--- src/hw/rtl/rtc_sqrt_cell.sv ---
`timescale 1ns / 1ps
// One digit-by-digit square root cell: decides one root bit per word.
// Depends on nothing but its parameters.
module rtc_sqrt_cell #(
	parameter int VW     = 42,
	parameter int BITPOS = 0,
	parameter int SIDE_W = 8
) (
	input  logic              clk,
	input  logic              arst_n,
	input  logic [VW-1:0]     rem_in,
	input  logic [VW-1:0]     root_in,
	input  logic [SIDE_W-1:0] side_in,
	output logic [VW-1:0]     rem_q,
	output logic [VW-1:0]     root_q,
	output logic [SIDE_W-1:0] side_q
);
	logic [VW-1:0] trial;
	logic          take;

	// (r + 2^b)^2 - r^2, where r holds only bits above b.
	assign trial = (root_in << (BITPOS + 1)) | (VW'(1) << (2 * BITPOS));
	assign take  = trial <= rem_in;

	always_ff @(posedge clk or negedge arst_n) begin
		if (!arst_n) begin
			side_q <= '0;
		end else begin
			side_q <= side_in;
		end
	end

	always_ff @(posedge clk) begin
		rem_q  <= take ? rem_in - trial : rem_in;
		root_q <= take ? (root_in | (VW'(1) << BITPOS)) : root_in;
	end
endmodule

--- config.mk ---
export PLATFORM = sky130hd
export DESIGN_NAME = rtc_sqrt_cell
export DESIGN_NICKNAME = d
export VERILOG_FILES = /design/src/hw/rtl/rtc_sqrt_cell.sv
export SDC_FILE = /design/constraint.sdc
export NUM_CORES = 1
export LEC_CHECK = 0
export ABC_AREA = 0
export BUFFER_PORTS_ARGS = -buffer_cell sky130_fd_sc_hd__buf_2
export CORE_AREA = 2 2 104 181
export CTS_CLUSTER_SIZE = 10
export DETAILED_ROUTE_END_ITERATION = 10
export DIE_AREA = 0 0 106 183
export HOLD_SLACK_MARGIN = 0.06
export PLACE_DENSITY_LB_ADDON = 0.25
export SKIP_LAST_GASP = 1
export SLEW_MARGIN = 20
export SYNTH_ARGS = -nofsm -noshare
export SYNTH_HDL_FRONTEND = slang
export SYNTH_SLANG_ARGS = --single-unit
--- constraint.sdc ---
create_clock -name clk -period 0.8 [get_ports clk]
set_clock_uncertainty 0.15 [all_clocks]
set_input_delay 0.16 -clock clk [delete_from_list [all_inputs] [get_ports clk]]
set_output_delay 0.16 -clock clk [all_outputs]
set_load 0.1 [all_outputs]
==> key figures <==
Cells and area
  – # nets final: 1169
  – Most frequent cells in the layout: buf_4 (185), buf_12 (99), buf_2 (84), dfxtp_4 (84), dlygate4sd3_1 (47)
  – Leading cell type in the layout, fill and taps excluded: buf_4
  – Proportion of layout cells with a drive suffix above 1: between 60 and 70%
  – Fillers: 1382
  – Synthesis-to-finish area growth: 120%
  – Post-route cell area: approximately 12000 um2
  – Post-layout util: 64.5%
  – Fin cells: roughly 1300

Placement
  – Placed Instances: 1173
  – Dpl ws: -2.18 ns
  – Placed Area: slightly below 10000 um2
  – Final HPWL DP: 15.9 mm
  – RD Place Congestion: 0.920
  – Port Buffers: approximately 190

Die
  – Initial Util: 29.3%
  – CORE AREA: around 18000 um2
  – Die Width: 106 um
  – Die area: 19400 um2
  – I/O Pins: 186
  – # rows: 65
  – Die H: 183 um

Critical path
  – CP max FO: 4
  – Critical Path End: rem_q[38]
  – CP Class: in2reg
  – CP Data Required Time: 0.89 ns
  – Crit. End Element: flop
  – Worst Setup SP: rem_in[0]
  – CP startpoint kind: primary input
  – Worst EP arrival: 2.46 ns

Timing
  – Rel. slew slack: 66.0%
  – Final period util: 296%
  – Final setup vio count: 135
  – Fin crit period: 2.37 ns
  – Final hold vios: 30
  – FMAX: 422 MHz
  – Final Max Slew Viols: 0
  – Setup ws final: -1.57 ns
  – Hold_ws: -0.136 ns
  – Unrepaired setup endpoints after global routing: yes
  – Slew @ Worst Pin: 0.507 ns

Synth
  – Post-synthesis sequential area ratio: between 30% and 40%
  – Ys flop type: dfxtp_1
  – Count of cell types in the netlist: between 70 and 80
  – Yosys reg bits: between 90 and 100
  – Syn_area_per_cell: 8.87 um2
  – Asr flop ratio synth: 8.70%
  – Syn nets: 731
  – Synthesized area: 5270 um2
  – Number of synthesized flops with an enable pin: 0
  – Ys Warns: 0
  – Cell count after synthesis: 594

Power
  – Peak supply drop: 1.19 mV
  – Switch share: 41.5%
  – Leak pwr: 5.18 nW
  – Sequential Power Share: 25.4%
  – Pint: 13.1 mW
  – Logic gate share of total power: 55.0%
  – Clock share of power: 19.6%
  – PD cells: 1920 nW/um2
  – Power Total: ~22 mW
  – Psw: 9.26 mW

CTS
  – Clk sinks: just over 90
  – CTS Buf Count: 9
  – Clk pin slew, worst setup/hold paths: around 0.060 ns
  – CTS max path bufs: 2
  – CTS tree: yes
  – CTS Hold Bufs: 47
  – CTS root buffer: clkbuf_16
  – H-tree depth: 3

Global routing
  – Total GRT Usage: between 20% and 30%
  – Number of global-route vias before repair: between 6000 and 7000
  – Initial antenna violation count: 1
  – First-pass GRT wire length: 32.5 mm
  – Total gr overflow: 0
  – Largest net degree at the start of global routing: 19

Drt
  – DR WL/cell: about 16 um
  – Via Count: 6082
  – Vias per cell: ~4.8
  – Final ANT Viol Nets: 0
  – DRC Markers: 0
  – Final WL: 20.9 mm
  – Drt first pass iters: 4
  – Initial DRC Count: about 160

Flow run
  – Max-Cap Viols: 0

Run status
  – Violations in the final reports: hold timing, setup timing
  – Status: complete, but fails checks

Worst hold path
  – Worst hold path class: in2reg
==> flip-flops by register name, indices dropped and copies added (netlist names) <==
register	flops
rem_q	42
root_q	42
side_q	8
==> per-stage QoR <==
stage	hold WS, ns	setup TNS (ns)
global placement	-0.139	-88.10
global route	-0.133	-106.09
floorplan	-0.286	-70.71
finish	-0.136	-99.77
detailed placement	-0.136	-87.60
CTS	-0.144	-101.48
==> critical path, stage by stage <==
cell and delay, ns:
buf_8 0.08, inv_4 0.03, fa_2 0.41, nor2b_4 0.13, o211ai_1 0.12, a2111o_1 0.46
and4_4 0.20, nor3_4 0.18, nand2b_4 0.24, buf_12 0.12, buf_6 0.09, nand4_1 0.06
and3b_1 0.18
==> final cells by class <==
type	instances	area, um2	area share, %
Sequential cell	92	2230	19.2
Tap cell	234	293	2.52
Multi-Input combinational cell	431	3910	33.7
Antenna cell	1	2.50	0.0216
Clock inverter	4	47.5	0.410
Clock buffer	12	256	2.21
Timing Repair Buffer	445	4650	40.1
Inverter	53	219	1.89
==> Yosys cell counts, types with 4 or more instances <==
cell	instances	area (um2)
and2_1	4	25.0
inv_1	53	199
o21bai_1	4	30.0
ha_1	42	526
a21oi_1	42	210
nor2_1	49	184
a31oi_1	6	37.5
a211oi_1	5	37.5
a21oi_2	21	184
o21a_1	6	45.0
a21o_1	23	173
o211ai_1	4	30.0
nand3_1	16	80.1
xor2_1	11	96.3
nor3_1	7	35.0
nand2_1	44	165
xnor2_1	19	166
dfxtp_1	84	1680
buf_2	7	35.0
dfrtp_1	8	200
and4_1	4	35.0
nand4_1	9	56.3
or3_1	7	43.8
nor2b_1	6	37.5
o21ai_0	33	165
==> routing by layer <==
metal / track usage, % / part of all wire [%] / wire length [um] / vias to the layer above
met2: 43.8 / 58 / 12100 / 186
li1: - / - / - / 2988
met1: 20.1 / 34 / 7100 / 2858
met4: 9.79 / 3.9 / 816 / 0
met5: 0 / 0 / 0 / -
met3: 3.66 / 3.9 / 817 / 50
==> power groups by stage <==
stage	sequential (mW)	clock, mW	combinational, mW
after floorplan	9.38	0	2.69
after global placement	5.77	0	10.7
after detailed placement	5.78	0	10.7
after CTS	5.69	4.50	11.7
after global routing	5.74	4.70	12.8
final	5.67	4.37	12.3
==> logic make-up after synthesis <==
kind of cell / Yosys count / share of synthesized area (%)
flops: 92 / 35.7
fa+ha+maj: 43 / 10.3
buf+inv: 72 / 6.84
simple gates: 175 / 17.7
compound gates: 182 / 24.4
xor+xnor: 30 / 4.98
==> repair_timing <==
item | CTS | global route
resized for setup | 59 | 124
setup endpoints to repair | 135 | 135
endpoints found under the hold margin | 93 | 46
buffers inserted | 20 | 13
cloned | 5 | 0
pin swaps | 18 | 59
==> worst min-delay path by stage <==
| stage | cells after the start | startpoint | end | slack [ns] |
|---|---|---|---|---|
| 2_1_floorplan | 0 | arst_n | side_q[0] | -0.29 |
| 3_5_place_dp | 1 | arst_n | side_q[0] | -0.14 |
| 6_report | 3 | rem_in[4] | rem_q[4] | -0.14 |
| 4_1_cts | 2 | root_in[22] | root_q[22] | -0.14 |
| 3_3_place_gp | 1 | arst_n | side_q[0] | -0.14 |
| 5_1_grt | 3 | rem_in[4] | rem_q[4] | -0.13 |
(Power assumes the default switching activity.)
