==> config.mk <==
export PLATFORM = sky130hd
export DESIGN_NAME = rtc_div_cell
export DESIGN_NICKNAME = d
export VERILOG_FILES = /design/src/hw/rtl/rtc_div_cell.sv
export SDC_FILE = /design/constraint.sdc
export NUM_CORES = 1
export LEC_CHECK = 0
export BUFFER_PORTS_ARGS = -buffer_cell sky130_fd_sc_hd__buf_4
export CAP_MARGIN = 0
export CORE_ASPECT_RATIO = 1.5
export CORE_MARGIN = 5
export CORE_UTILIZATION = 50
export CTS_CLUSTER_DIAMETER = 150
export CTS_CLUSTER_SIZE = 28
export DETAILED_ROUTE_END_ITERATION = 8
export PLACE_DENSITY_LB_ADDON = 0.1
export SYNTH_ARGS = -nofsm -noshare
export SYNTH_HDL_FRONTEND = slang
export SYNTH_SLANG_ARGS = --single-unit
==> constraint.sdc <==
create_clock -name clk -period 0.85 [get_ports clk]
set_input_delay 0.0425 -clock clk [delete_from_list [all_inputs] [get_ports clk]]
set_output_delay 0.0425 -clock clk [all_outputs]
set_load 0.02 [all_outputs]
==> src/hw/rtl/rtc_div_cell.sv <==
`timescale 1ns / 1ps
// One restoring-division cell: produces one quotient bit per word and hands on.
// Depends on nothing but its parameters.
module rtc_div_cell #(
	parameter int RW     = 20,
	parameter int QW     = 8,
	parameter int SIDE_W = 8
) (
	input  logic              clk,
	input  logic              arst_n,
	input  logic [RW-1:0]     r_in,
	input  logic [RW-1:0]     d_in,
	input  logic [QW-1:0]     q_in,
	input  logic [SIDE_W-1:0] side_in,
	output logic [RW-1:0]     r_q,
	output logic [RW-1:0]     d_q,
	output logic [QW-1:0]     q_q,
	output logic [SIDE_W-1:0] side_q
);
	logic          ge;
	logic [RW-1:0] diff;

	assign ge   = r_in >= d_in;
	assign diff = ge ? r_in - d_in : r_in;

	always_ff @(posedge clk or negedge arst_n) begin
		if (!arst_n) begin
			side_q <= '0;
		end else begin
			side_q <= side_in;
		end
	end

	// The remainder stays below the divisor, so doubling it never overflows.
	always_ff @(posedge clk) begin
		r_q <= {diff[RW-2:0], 1'b0};
		d_q <= d_in;
		q_q <= {q_in[QW-2:0], ge};
	end
endmodule

==> results of run 1 <==
-- cell families after synthesis --
group	share of synthesized area [%]
xor gates and xnor gates	5.30
muxes	7.67
and+or+nand+nor	8.02
buffers and inverters	5.70
other	0.151
DFF	46.0
AOI/OAI and AO/OA	16.2
adders and majority gates	10.9
-- metrics by stage --
stage | cells | setup WS [ns] | hold WS [ns]
3_3_place_gp | 458 | -1.36 | -0.142
4_1_cts | 520 | -0.906 | 0.00539
3_5_place_dp | 458 | -1.38 | -0.138
2_1_floorplan | 235 | -1.29 | -0.253
-- repair_timing --
item / in CTS
pin swaps: 10
hold endpoints to repair: 55
hold buffers: 48
buffers inserted: 5
setup endpoints to repair: 28
cloned: 2
gates resized for setup: 25
==> impl_metrics.csv, run 1 <==
group,metric,value,unit
logic_synthesis,synth-edff-count,0,
status,error_line,"[ERROR DPL-0038] Utilization greater than 100%, impossible to legalize",
floorplan,rows,31,
timing,crit_endpoint,"r_q[9]$_DFF_P_/D",
logic_synthesis,syn-num-nets,314,
logic_synthesis,syn_area_per_cell,10.6,um2
floorplan,die_height,96.3,um
placed_design,dp_hpwl,5590,um
logic_synthesis,syn_inst,235,
cts,cts_inserted_buffers,5,
floorplan,ioPinCount,114,
cts,cts.sinks,55,
cts,cts_max_path_buffers,2,
logic_synthesis,yosysTopAreaCell,"dfxtp_1",
placed_design,numPortBuffers,111,
logic_synthesis,yosysMostFrequentCell,"dfxtp_1",
logic_synthesis,ys_types,43,
global_routing,grt_max_degree,18,
timing,worst-ep-kind,"sequential cell input",
placed_design,gp_congestion,0.835,
floorplan,die_w,67.5,um
logic_synthesis,synth_top_area_share,37.9,%
logic_synthesis,ys_seq_area_share,46.0,%
logic_synthesis,async_reset_ff_share,14.5,%
logic_synthesis,ys_warn_count,0,
placed_design,placed_area,0.00378,mm2
logic_synthesis,synth_ff_type,"dfxtp_1",
cts,h-tree-depth,2,
floorplan,start_util,51.6,%
status,lastStage,"global routing (5_1_grt)",
logic_synthesis,ys_seq_elements,55,
cts,clockRootBuffer,"clkbuf_8",
logic_synthesis,synth_common_cells,"dfxtp_1 (47), inv_1 (25), ha_1 (20)",
logic_synthesis,netlist_area,0.00248,mm2
status,outcome,"aborted with a tool error",
logic_synthesis,synthTopCellsByArea,"dfxtp_1 (38%), ha_1 (10%), dfrtp_1 (8.1%)",
==> run 2, diff against run 1 <==
==> config.mk (replaced) <==
export PLATFORM = sky130hd
export DESIGN_NAME = rtc_div_cell
export DESIGN_NICKNAME = d
export VERILOG_FILES = /design/src/hw/rtl/rtc_div_cell.sv
export SDC_FILE = /design/constraint.sdc
export NUM_CORES = 1
export LEC_CHECK = 0
export BUFFER_PORTS_ARGS = -buffer_cell sky130_fd_sc_hd__buf_4
export CAP_MARGIN = 0
export CORE_MARGIN = 5
export CORE_UTILIZATION = 40
export DETAILED_ROUTE_END_ITERATION = 8
export PLACE_DENSITY_LB_ADDON = 0.15
export SYNTH_ARGS = -nofsm -noshare
export SYNTH_HDL_FRONTEND = slang
export SYNTH_SLANG_ARGS = --single-unit
==> impl_metrics.csv, run 2 <==
group,metric,value,unit
drt,vias,2461,
global_routing,grt_usage,18.3,%
timing,timing_hold_violations_final,0,
logic_synthesis,synth-edff-count,0,
logic_synthesis,synth_top_area_share,37.9,%
logic_synthesis,ys_warn_count,0,
logic_synthesis,syn_inst,235,
placed_design,dp.cells,464,
finish,final_common_cell,"buf_4",
setup_path,cp-start-kind,"input pin",
setup_path,crit_type,"in -> reg",
placed_design,numPortBuffers,111,
global_routing,antenna_found_initial,0,
status,outcome,"finished with violations",
finish,layoutNonFillerInstCount,532,
hold_path,hold_class,"in -> reg",
timing,finalSetupViolCount,28,
floorplan,die_w,88.7,um
timing,rsz0062_at_grt,"yes",
setup_path,critical_path.cell_chain,"buf_8 > inv_8 > ha_4 > fa_2 > inv_2 > a21o_1 > a221oi_4 > o21a_4 > a211o_4 > and2_4 > mux2_4",
pwr,max-vdd-ir-drop,1190,uV
logic_synthesis,ys_seq_elements,55,
global_routing,top_usage_layer,"met2",
finish,design_area,0.00469,mm2
logic_synthesis,yosysTopAreaCell,"dfxtp_1",
logic_synthesis,syn_area_per_cell,10.6,um2
cts,cts_inserted_buffers,5,
placed_design,gp_congestion,0.840,
drt,ant_nets,0,
logic_synthesis,async_reset_ff_share,14.5,%
status,violations,"setup timing",
pwr,power_density,1550,mW/mm2
timing,totalNegativeSetupSlack,-18.95,ns
drt,first_iter_violations,77,
timing,fin_crit_sh,218,%
logic_synthesis,syn-num-nets,314,
global_routing,gr-total-overflow,0,
logic_synthesis,yosysMostFrequentCell,"dfxtp_1",
floorplan,die_height,88.7,um
floorplan,rows,28,
cts,cts_max_path_buffers,2,
finish,top_regs,"d_q: 20 flops, r_q: 19 flops",
timing,slew_violations,0,
placed_design,placed_area,0.00377,mm2
timing,fin_crit,1.85,ns
finish,drive_above_1_share,51.4,%
setup_path,cpPeakStageDelay,0.36,ns
timing,setup_ws,-1.00,ns
finish,synthToLayoutAreaGrowth,89.0,%
cts,path_clk_slew,0.11,ns
logic_synthesis,ys_seq_area_share,46.0,%
global_routing,met3_usage,4.56,%
floorplan,start_util,41.4,%
global_routing,grt_max_degree,19,
floorplan,ioPinCount,114,
drt,via_per_inst,4.63,
finish,largest_register,"d_q",
logic_synthesis,ys_types,43,
global_routing,met1_usage,21.8,%
cts,cts.sinks,55,
floorplan,dieArea,0.00787,mm2
drt,routedWlPerCell,14.1,um
cts,cts_tree,"done",
setup_path,end_kind,"register",
finish,mostFrequentLayoutCells,"buf_4 (135), dlygate4sd3_1 (53), buf_6 (30)",
timing,fmax,0.540,GHz
logic_synthesis,synth_ff_type,"dfxtp_1",
setup_path,critPathMaxFanout,8,
global_routing,grt_pass1_vias,2600,
pwr,p_leak,0.00229,uW
drt,wirelength,7500,um
setup_path,critPathRequiredTime,1.06,ns
drt,drt-pass1-iter-count,4,
setup_path,arrival,2.06,ns
drt,drc,0,
setup_path,crit_slowest_cell,"fa_2",
logic_synthesis,synth_common_cells,"dfxtp_1 (47), inv_1 (25), ha_1 (20)",
setup_path,critPathTopFamily,"compound AO/OA/AOI/OAI gates",
setup_path,cp_num_buf_inv,3,
logic_synthesis,netlist_area,0.00248,mm2
logic_synthesis,synthTopCellsByArea,"dfxtp_1 (38%), ha_1 (10%), dfrtp_1 (8.1%)",
floorplan,coreArea,0.00599,mm2
global_routing,grt_pass1_wl,11400,um
finish,n_antenna_cell,0,
global_routing,use_met2,32.7,%
cts,h-tree-depth,2,
flow_run,drv_cap,0,
finish,largest_reg_flops,20,
cts,clockRootBuffer,"clkbuf_8",
finish,nets,535,
placed_design,dp_hpwl,5180,um
==> run 2: cell counts after synthesis <==
Identical to the previous run, type by type.
==> run 2: power by group <==
part | internal (uW) | total (uW) | switching [uW]
clock | 592 | 1500 | 909
combinational | 1560 | 2810 | 1240
sequential | 2860 | 2950 | 92.7
==> run 2: per-layer routing <==
layer  vias to the layer above  share of wire, %
li1                       1256                 -
met1                      1118                43
met2                        81                48
met3                         6               8.1
met4                         0              0.81
met5                         -                 0
==> run 2: final cells by class <==
cell class | count | area, um2
timing repair buffer | 219 | 1900
inverter | 25 | 101
multi-input combinational | 150 | 1340
clock buffer | 5 | 68.8
clock inverter | 3 | 23.8
sequential | 55 | 1160
tap | 75 | 93.8
fill | 414 | 1300
==> run 2: metrics by stage <==
step,setup WS (ns),utilization (%),power (uW),hold slack (ns)
finish,-1.00,78.2,7260,0.0219
global route,-1.03,78.2,7680,0.0112
CTS,-0.965,74.8,7160,-0.142
detailed placement,-1.40,62.9,5360,-0.136
global placement,-1.48,62.9,5320,-0.141
floorplan,-1.29,-,4270,-0.253
==> run 2: repair_timing <==
item	CTS	global route
hold endpoints to repair	60	1
resized for setup	24	50
endpoints found under the setup margin	28	48
gates cloned	2	0
buffers inserted	1	5
hold buffers	52	1
pin swaps	11	9
==> run 2: cells by family (layout without fill, tap and decap cells) <==
| logic type | count (synthesis) | after routing | synth area share (%) |
|---|---|---|---|
| buf+inv | 32 | 252 | 5.70 |
| flops | 55 | 55 | 46.0 |
| other cells | 1 | 1 | 0.151 |
| xor+xnor | 15 | 15 | 5.30 |
| compound gates | 58 | 58 | 16.2 |
| fa+ha+maj | 21 | 21 | 10.9 |
| mux | 13 | 13 | 7.67 |
| simple gates | 40 | 42 | 8.02 |
==> run 2: final timing paths <==
| path | start | end | slack, ns | cells past startpoint |
|---|---|---|---|---|
| worst max-delay path | r_in[0] | r_q[9] | -1.00 | 11 |
| min in group asynchronous | arst_n | side_q[6] | 0.06 | 2 |
| max in group asynchronous | arst_n | side_q[3] | 0.67 | 2 |
| worst min-delay path | d_in[0] | r_q[1] | 0.02 | 3 |
(Power assumes the default switching activity.)
